===== src/hw/rtl/tkst_pkg.sv =====
// Shared types and constants for the top-k score table.
// No dependencies; imported by tkst_cell and top_k_score_table_core.
package tkst_pkg;

   localparam int SCORE_BITS = 32;
   localparam int IN_TAG_BITS = 32;
   localparam int RANK_BITS = 4;

   localparam logic OP_CHECK = 1'b0;
   localparam logic OP_INSERT = 1'b1;

   typedef enum logic [2:0] {
      ST_IDLE = 3'b001,
      ST_CMP  = 3'b010,
      ST_DEC  = 3'b100
   } state_type;

   typedef struct packed {
      logic cmp_en;
      logic ins_en;
   } cell_ctrl_type;

   typedef struct packed {
      logic dup;
      logic ge;
   } cell_flag_type;

endpackage


===== src/hw/rtl/top_k_score_table_core.sv =====
// Top-k score table: keeps up to TABLE_DEPTH (tag, score) pairs sorted by descending score
// and answers a check or an insert for each request beat. Every request passes through
// a compare state, in which all cells compare their entry with the key at once, and a
// decide state, in which the cells shift; the response is on the ports after it. busy is
// high in both states, so a new request can be taken at the earliest in the cycle of the
// previous response. The response strobe is high for one cycle, the first cycle with busy
// low again, and must be taken then: there is no back-pressure on the response side.
// Only the low TAG_BITS bits of the tag are stored and compared. No clearing pass.
// Depends on tkst_pkg and tkst_cell.
module top_k_score_table_core import tkst_pkg::*; #(
   parameter int TABLE_DEPTH = 16,
   parameter int TAG_BITS = 32
) (
   input  logic                         clock,
   input  logic                         reset,
   input  logic                         start,
   output logic                         busy,
   input  logic                         req_opcode,
   input  logic [IN_TAG_BITS-1:0]       req_owner_tag,
   input  logic signed [SCORE_BITS-1:0] req_score,
   output logic                         rsp_strobe,
   output logic                         rsp_accepted,
   output logic [RANK_BITS-1:0]         rsp_rank
);

   localparam int CNT_BITS = $clog2(TABLE_DEPTH + 1);

   state_type                    state_ff;
   state_type                    state_in;
   logic [CNT_BITS-1:0]          count_ff;
   logic [CNT_BITS-1:0]          count_in;
   logic                         key_op_ff;
   logic [TAG_BITS-1:0]          key_tag_ff;
   logic signed [SCORE_BITS-1:0] key_score_ff;
   logic                         rsp_strobe_ff;
   logic                         rsp_accepted_ff;
   logic [RANK_BITS-1:0]         rsp_rank_ff;
   logic                         rsp_strobe_in;
   logic                         rsp_accepted_in;
   logic [RANK_BITS-1:0]         rsp_rank_in;

   cell_ctrl_type                ctrl;
   cell_flag_type                flags     [TABLE_DEPTH];
   logic [TAG_BITS-1:0]          cell_tags [TABLE_DEPTH];
   logic signed [SCORE_BITS-1:0] cell_scores [TABLE_DEPTH];
   logic [TABLE_DEPTH-1:0]       dup_vec;
   logic [TABLE_DEPTH-1:0]       ge_vec;
   logic                         take;
   logic                         full;
   logic                         qualify;
   logic [RANK_BITS-1:0]         pos;
   logic                         pos_found;

   assign take = start && !busy;
   assign busy = (state_ff != ST_IDLE);
   assign full = (count_ff == CNT_BITS'(TABLE_DEPTH));

   always_ff @(posedge clock) begin
      if (take) begin
         key_op_ff    <= req_opcode;
         key_tag_ff   <= TAG_BITS'(req_owner_tag);
         key_score_ff <= req_score;
      end
   end

   assign ctrl.cmp_en = (state_ff == ST_CMP);
   assign ctrl.ins_en = (state_ff == ST_DEC) && qualify && (key_op_ff == OP_INSERT);

   for (genvar i = 0; i < TABLE_DEPTH; i++) begin : g_cell
      logic                         prev_ge;
      logic [TAG_BITS-1:0]          prev_tag;
      logic signed [SCORE_BITS-1:0] prev_score;

      if (i == 0) begin : g_head
         assign prev_ge    = 1'b1;
         assign prev_tag   = key_tag_ff;
         assign prev_score = key_score_ff;
      end else begin : g_body
         assign prev_ge    = flags[i-1].ge;
         assign prev_tag   = cell_tags[i-1];
         assign prev_score = cell_scores[i-1];
      end

      tkst_cell #(
         .TAG_BITS (TAG_BITS)
      ) u_cell (
         .clock      (clock),
         .ctrl       (ctrl),
         .key_tag    (key_tag_ff),
         .key_score  (key_score_ff),
         .occupied   (count_ff > CNT_BITS'(i)),
         .prev_ge    (prev_ge),
         .prev_tag   (prev_tag),
         .prev_score (prev_score),
         .flag       (flags[i]),
         .tag        (cell_tags[i]),
         .score      (cell_scores[i])
      );

      assign dup_vec[i] = flags[i].dup;
      assign ge_vec[i]  = flags[i].ge;
   end

   // ge flags form a thermometer; the first clear one is the insert slot
   always_comb begin
      pos       = '0;
      pos_found = 1'b0;
      for (int i = 0; i < TABLE_DEPTH; i++) begin
         if (!pos_found && !ge_vec[i]) begin
            pos       = RANK_BITS'(i);
            pos_found = 1'b1;
         end
      end
   end

   assign qualify = !(|dup_vec) && (key_score_ff > 0) && (!full || !ge_vec[TABLE_DEPTH-1]);

   always_comb begin
      state_in        = state_ff;
      count_in        = count_ff;
      rsp_strobe_in   = 1'b0;
      rsp_accepted_in = rsp_accepted_ff;
      rsp_rank_in     = rsp_rank_ff;
      case (state_ff)
         ST_IDLE: begin
            if (start) begin
               state_in = ST_CMP;
            end
         end
         ST_CMP: begin
            state_in = ST_DEC;
         end
         ST_DEC: begin
            state_in        = ST_IDLE;
            rsp_strobe_in   = 1'b1;
            rsp_accepted_in = qualify;
            rsp_rank_in     = ctrl.ins_en ? pos : '0;
            if (ctrl.ins_en && !full) begin
               count_in = count_ff + 1'b1;
            end
         end
         default: begin
            state_in = ST_IDLE;
         end
      endcase
   end

   always_ff @(posedge clock) begin
      if (reset) begin
         state_ff      <= ST_IDLE;
         count_ff      <= '0;
         rsp_strobe_ff <= 1'b0;
      end else begin
         state_ff      <= state_in;
         count_ff      <= count_in;
         rsp_strobe_ff <= rsp_strobe_in;
      end
   end

   always_ff @(posedge clock) begin
      rsp_accepted_ff <= rsp_accepted_in;
      rsp_rank_ff     <= rsp_rank_in;
   end

   assign rsp_strobe   = rsp_strobe_ff;
   assign rsp_accepted = rsp_accepted_ff;
   assign rsp_rank     = rsp_rank_ff;

   a_strobe_after_dec: assert property (@(posedge clock) disable iff (reset)
      rsp_strobe |-> $past(state_ff == ST_DEC))
      else $error("response beat without a decide cycle");

   a_count_bound: assert property (@(posedge clock) disable iff (reset)
      count_ff <= CNT_BITS'(TABLE_DEPTH))
      else $error("entry count beyond table depth");

   a_count_grows: assert property (@(posedge clock) disable iff (reset)
      (ctrl.ins_en && !full) |=> (count_ff == $past(count_ff) + 1'b1))
      else $error("insert on a non-full table did not grow the count");

   a_reject_rank: assert property (@(posedge clock) disable iff (reset)
      (rsp_strobe && !rsp_accepted) |-> (rsp_rank == '0))
      else $error("rejected beat with non-zero rank");

   a_insert_slot: assert property (@(posedge clock) disable iff (reset)
      ctrl.ins_en |-> pos_found)
      else $error("insert without a free slot");

endmodule


===== src/hw/rtl/tkst_cell.sv =====
// One slot of the sorted table: holds a tag and score, compares them against the key
// and on insert either holds, takes the key or takes its upper neighbour's entry.
// Depends on tkst_pkg.
module tkst_cell import tkst_pkg::*; #(
   parameter int TAG_BITS = 32
) (
   input  logic                         clock,
   input  cell_ctrl_type                ctrl,
   input  logic [TAG_BITS-1:0]          key_tag,
   input  logic signed [SCORE_BITS-1:0] key_score,
   input  logic                         occupied,
   input  logic                         prev_ge,
   input  logic [TAG_BITS-1:0]          prev_tag,
   input  logic signed [SCORE_BITS-1:0] prev_score,
   output cell_flag_type                flag,
   output logic [TAG_BITS-1:0]          tag,
   output logic signed [SCORE_BITS-1:0] score
);

   logic [TAG_BITS-1:0]          tag_ff;
   logic [TAG_BITS-1:0]          tag_in;
   logic signed [SCORE_BITS-1:0] score_ff;
   logic signed [SCORE_BITS-1:0] score_in;
   cell_flag_type                flag_ff;
   cell_flag_type                flag_in;

   always_comb begin
      flag_in = flag_ff;
      if (ctrl.cmp_en) begin
         flag_in.dup = occupied && (tag_ff == key_tag) && (score_ff == key_score);
         flag_in.ge  = occupied && (score_ff >= key_score);
      end
   end

   always_comb begin
      tag_in   = tag_ff;
      score_in = score_ff;
      if (ctrl.ins_en && !flag_ff.ge) begin
         if (prev_ge) begin
            tag_in   = key_tag;
            score_in = key_score;
         end else begin
            tag_in   = prev_tag;
            score_in = prev_score;
         end
      end
   end

   always_ff @(posedge clock) begin
      flag_ff  <= flag_in;
      tag_ff   <= tag_in;
      score_ff <= score_in;
   end

   assign flag  = flag_ff;
   assign tag   = tag_ff;
   assign score = score_ff;

endmodule

===== config.mk =====
export PLATFORM = sky130hd
export DESIGN_NAME = top_k_score_table_core
export DESIGN_NICKNAME = d
export VERILOG_FILES = /design/src/hw/rtl/tkst_pkg.sv /design/src/hw/rtl/top_k_score_table_core.sv /design/src/hw/rtl/tkst_cell.sv
export SDC_FILE = /design/constraint.sdc
export NUM_CORES = 2
export LEC_CHECK = 0
export ABC_CLOCK_PERIOD_IN_PS = 7400
export BUFFER_PORTS_ARGS = -buffer_cell sky130_fd_sc_hd__clkbuf_2
export CAP_MARGIN = 10
export CORE_MARGIN = 8
export CORE_UTILIZATION = 49
export CTS_CLUSTER_SIZE = 24
export DETAILED_ROUTE_END_ITERATION = 10
export GPL_TIMING_DRIVEN = 1
export HOLD_SLACK_MARGIN = 0.15
export MAX_ROUTING_LAYER = met4
export PLACE_DENSITY = 0.75
export SLEW_MARGIN = 20
export SYNTH_ARGS = -nofsm -noshare
export SYNTH_HDL_FRONTEND = slang
export SYNTH_HIERARCHICAL = 1
export SYNTH_SLANG_ARGS = --single-unit

===== constraint.sdc =====
create_clock -name clock -period 7.4 [get_ports clock]
set_clock_uncertainty 0.2 [all_clocks]
set_input_delay 1.48 -clock clock [delete_from_list [all_inputs] [get_ports clock]]
set_output_delay 1.48 -clock clock [all_outputs]
set_load 0.01 [all_outputs]

* Word-level counts from Yosys, hierarchy flattened
Cells that the tools add are included.
Widths: inputs -> output; s select.
** Operators by class
- $lt $le $gt $ge :: 33
- Muxes and demuxes :: 63
- Eq/ne operators :: 38
- Add/subtract/negate cells :: 1
- Reductions and logical operators :: 121
** Operator list (number)
- $eq 32x32->1 :: 32
- $mux 32 :: 30
- $ge 32x32->1 :: 16
- $logic_and 1x1->1 :: 85
- $mux 4 :: 14
- $gt 5x4->1 const B :: 8
- $logic_not 1->1 :: 33
- $gt 32x1->1 const B :: 1
- $gt 5x3->1 const B :: 4
- $mux 1 :: 17
- $reduce_or 16->1 :: 1
- $gt 5x1->1 const B :: 2
- $gt 5x2->1 const B :: 2
- $pmux 3 s2 :: 1
- $add 5x1->5 const B :: 1
- $eq 5x5->1 const B :: 1
- $eq 3x1->1 const B :: 1
- $eq 3x2->1 const B :: 1
- $eq 3x3->1 const B :: 1
- $mux 3 :: 1
- $ne 3x1->1 const B :: 1
- $ne 2x2->1 const B :: 1
- $reduce_and 2->1 :: 1
- $logic_or 1x1->1 :: 1
** Storage, ports and cells
- Register bits :: 1135
- Output and inout port bits :: 7
- Input bits :: 68

* Depth between registers and ports, before layout
- Depth in word-level cells :: 45
- Depth in mapped cells :: 10
- Depth with buffers taken out :: 9

* Modules after synthesis
Netlist, hierarchy kept.
** Modules (own cells, without submodules)
- tkst_cell at g_cell[0].u_cell ... :: instances 15, area each 3913.8 um2, sequential area each 1981.9 um2, cells each 297
- tkst_cell at g_cell[9].u_cell :: instances 1, area each 3937.5 um2, sequential area each 1981.9 um2, cells each 296
- top_k_score_table_core :: instances 1, area each 3021.6 um2, sequential area each 2282.2 um2, cells each 203

* Least setup slack after synthesis
OpenSTA, ideal clock, no wires.
- Kind :: flip-flop to flip-flop
- Start point :: register count_ff[0]
- End point :: register g_cell[0].u_cell.score_ff[0], enable pin
- Arrival time :: 5.072 ns
- Data required time :: 6.707 ns
- Path slack :: 1.634 ns
- Buffers on the path :: 1
- Clock period less this slack :: 5.766 ns
- Stages on the path, launching flop included :: 9
- Cell sequence :: dfxtp_1 clkbuf_1 inv_1 ha_1 and4bb_2 a2111o_1 a211o_4 inv_1 nor2b_1
** RTL lines
- from (decl) :: RTL line top_k_score_table_core.sv:30 : logic [CNT_BITS-1:0] count_ff;
- from (signal assigned) :: RTL line top_k_score_table_core.sv:155 : count_ff <= count_in;
- to (signal assigned) :: RTL line tkst_cell.sv:52 : score_ff <= score_in;
- to (decl) :: RTL line tkst_cell.sv:22 : logic signed [SCORE_BITS-1:0] score_ff;

==> metrics.yaml <==
layout:
  drive_above_1_share: 0.2745
  fill_cells: 10690
  nets: 5717
  area_growth_pct: 10.44
setup_path:
  path_class: "reg -> reg"
  crit_path_end_kind: "register"
  worst-endpoint-arrival_ps: 4440
  r2r_slack_ps: 3090
  startpoint_type: "register"
  required_ps: 7530
  r2r-start: "g_cell[0].prev_score[31]"
  r2r_end: "g_cell[8].u_cell/tag[10]"
  r2r_cells: 7
  cp_max_fo: 48
floorplan:
  die_w_microns: 382.1
  dieArea_sq_um: 146000
  num_rows: 134
  initial_core_util: 0.4926
  fp.dieH_microns: 382.1
  core-area_sq_um: 133300
  io-pin-count: 75
clocking:
  cts_setup_buffers: 0
  clk_latency_ps: 710
  cts_resized: 0
  cts_tree: "yes"
  cts-root-buf: "clkbuf_16"
  hold_buffers: 0
  htreeDepth: 3
  clkTransAtPathRegs_ps: 60
  cts_inserted_buffers: 118
  cts_sinks: 1135
  clk_path_buf_depth: 3
grt:
  grt_overflow_total: 0
  gr-usage-all-layers: 0.1694
  grt_pass1_vias: 39890
  antenna_found_initial: 3
  grt_max_degree: 69
  grt_first_pass_wirelength_mm: 201.9
yosys:
  yosys-mux-area-fraction: 0.1758
  yosys.area_share.adder: 0.09851
  netlist.area_leader.share: 0.5149
  yosys-top-cells-count: "1126 x edfxtp_1, 1024 x mux2_2, 535 x inv_1"
  ys_seq_area_frac: 0.5177
  synth_xor_area_frac: 0.07056
  synth_fp_nets: 5539
  synth_warnings: 6
  synth_top_family_by_area: "multiplexers"
  syn-cell-area_sq_um: 65670
  yosys-top-cells-area: "edfxtp_1 51%, mux2_2 18%, ha_1 9.9%"
  ys_ff_latch: 1135
  synth_compound_area_frac: 0.03836
  synthSimpleGateAreaFrac: 0.06170
  yosysTopAreaCell: "edfxtp_1"
  async_flop_share: 0
  synth_edf_count: 1126
  synth_ff_type: "edfxtp_1"
  synth_cell_type_count: 51
  syn_inst: 4954
  yosysMostFrequentCell: "edfxtp_1"
  avgSynthCellArea_sq_um: 13.26
pwr:
  netSwitchingPower_mw: 3.133
  ir_drop_v: 0.0002127
  combPwrFrac: 0.087
  p_seq_frac: 0.500
  switching_share: 0.2208
  intPower_mw: 11.06
  clkPwrFrac: 0.413
  p_per_area_nw_per_um2: 195.7
  p_leak_nw: 27.13
drt:
  post_drt_wl_per_cell_microns: 17.53
  via_per_inst: 5.411
  drtIter0Drc: 1911
  drt_pass1_iterations: 8
  vias: 37870
  drc: 0
  detail-route-antenna-nets: 0
  wl_mm: 122.7
sta:
  max_slew.worst_pin.slew_ps: 1055
  post-route-period-util: 0.5830
  hold_slack_ps: 370.5
  finalHoldViolCount: 0
  tns_ps: 0
  rsz0062_at_grt: "false"
  max_freq_mhz: 231.8
  relSlewSlack: 0.2892
  fin_crit_ps: 4314
  maxSlewViolCount: 0
  finalSetupViolations: 0
hold_path:
  holdPathStages: 1
  hold_path.class: "reg -> reg"
  whs_endpoint: "g_cell[11].u_cell/score[17]"
  hp-start: "g_cell[10].u_cell/score[17]"
outcome:
  status: "complete, no violations"
placed_design:
  io_buffers: 74
  gp_congestion: 0.8791
  dpl.hpwl_mm: 91.88
flow_run:
  drv_cap: 0
power groups by stage:
stage | logic [mW] | clock network (mW) | registers (mW)
final | 1.23 | 5.86 | 7.09
after detailed placement | 1.22 | 0 | 7.23
after floorplan | 0.758 | 0 | 7.38
after CTS | 1.23 | 6.00 | 7.09
after global routing | 1.38 | 6.23 | 7.09
after global placement | 1.16 | 0 | 7.23
critical path, cell delays in order, from the launching register on:
cell      delay (ps)
edfxtp_1         350
buf_4            230
nor3_1           600
nand4_1          420
a211o_4          430
inv_1            520
nor2b_4          550
buf_4            560
worst max path at each step:
stage	startpoint	end	cells after the start
final	g_cell[0].prev_score[31]	g_cell[8].u_cell/tag[10]	7
after global routing	g_cell[0].prev_score[31]	g_cell[8].u_cell/tag[14]	7
after CTS	g_cell[0].prev_score[31]	g_cell[11].u_cell/tag[22]	7
after detailed placement	g_cell[0].prev_score[31]	g_cell[11].u_cell/tag[14]	7
after global placement	g_cell[0].prev_score[31]	g_cell[8].u_cell/tag[14]	7
after floorplan	count_ff[0]	g_cell[0].u_cell/score[0]	8
cell type report:
class	count	area, sq um	area share
timing repair buffer	174	1121	0.01546
tap	1768	2212	0.03050
sequential	1135	33990	0.4687
multi-input combinational	3167	29350	0.4047
clock buffer	150	3103	0.04279
clock inverter	69	730.7	0.01008
inverter	536	2012	0.02774
antenna	1	2.502	0.00003451
layer usage:
layer,up-vias,routed length (microns),part of all wire,GRT usage
li1,18730,-,-,-
met1,18300,54170,0.44,0.2058
met2,636,59720,0.49,0.2889
met3,217,4512,0.037,0.02177
met4,0,4340,0.035,0.06433
met5,-,0,0,-
stage by stage:
| stage | cell area, sq um | setup slack [ps] | utilization | power [mW] | cells |
|---|---|---|---|---|---|
| 3_3_place_gp | 68680 | 3164 | 0.5153 | 8.385 | 6780 |
| 6_report | 72520 | 3086 | 0.5441 | 14.19 | 7000 |
| 4_1_cts | 72520 | 3083 | 0.5441 | 14.32 | 6999 |
| 5_1_grt | 72520 | 2747 | 0.5441 | 14.71 | 7000 |
| 3_5_place_dp | 68680 | 3088 | 0.5153 | 8.448 | 6780 |
| 2_1_floorplan | 65670 | 1634 | - | 8.135 | 4954 |
layout by cell type, fill, tap and decap left out, drive strengths merged, types with 6 or more instances in the layout:
cell type,count
edfxtp,1126
mux2,1024
inv,540
ha,517
xnor2,316
clkbuf,224
xor2,213
a21oi,183
nand4,176
nand2,126
nor4,126
buf,100
o21ai,95
nand3,71
nor2b,51
clkinv,49
a21o,48
nor2,46
nand2b,31
a21boi,17
and3,17
or4,16
a31oi,16
o21a,16
o2bb2ai,16
a221oi,15
bufinv,14
dfxtp,9
nor3,6
cell families after synthesis:
kind of cell / after synthesis
flops: 1135
mux: 1025
simple gates: 675
buf+inv: 652
xor+xnor: 529
fa+ha+maj: 517
compound gates: 420
other cells: 1
state kept, by name (all words and copies together) (netlist names):
register	count
g_cell.prev_tag	32
count_ff	5
rsp_rank	4
g_cell.u_cell/flag	32
rsp_strobe	1
g_cell.u_cell/score	512
rsp_accepted	1
key_op_ff	1
state_ff	3
g_cell.prev_score	32
g_cell.u_cell/tag	512
Power figures use the tool's default switching activity.
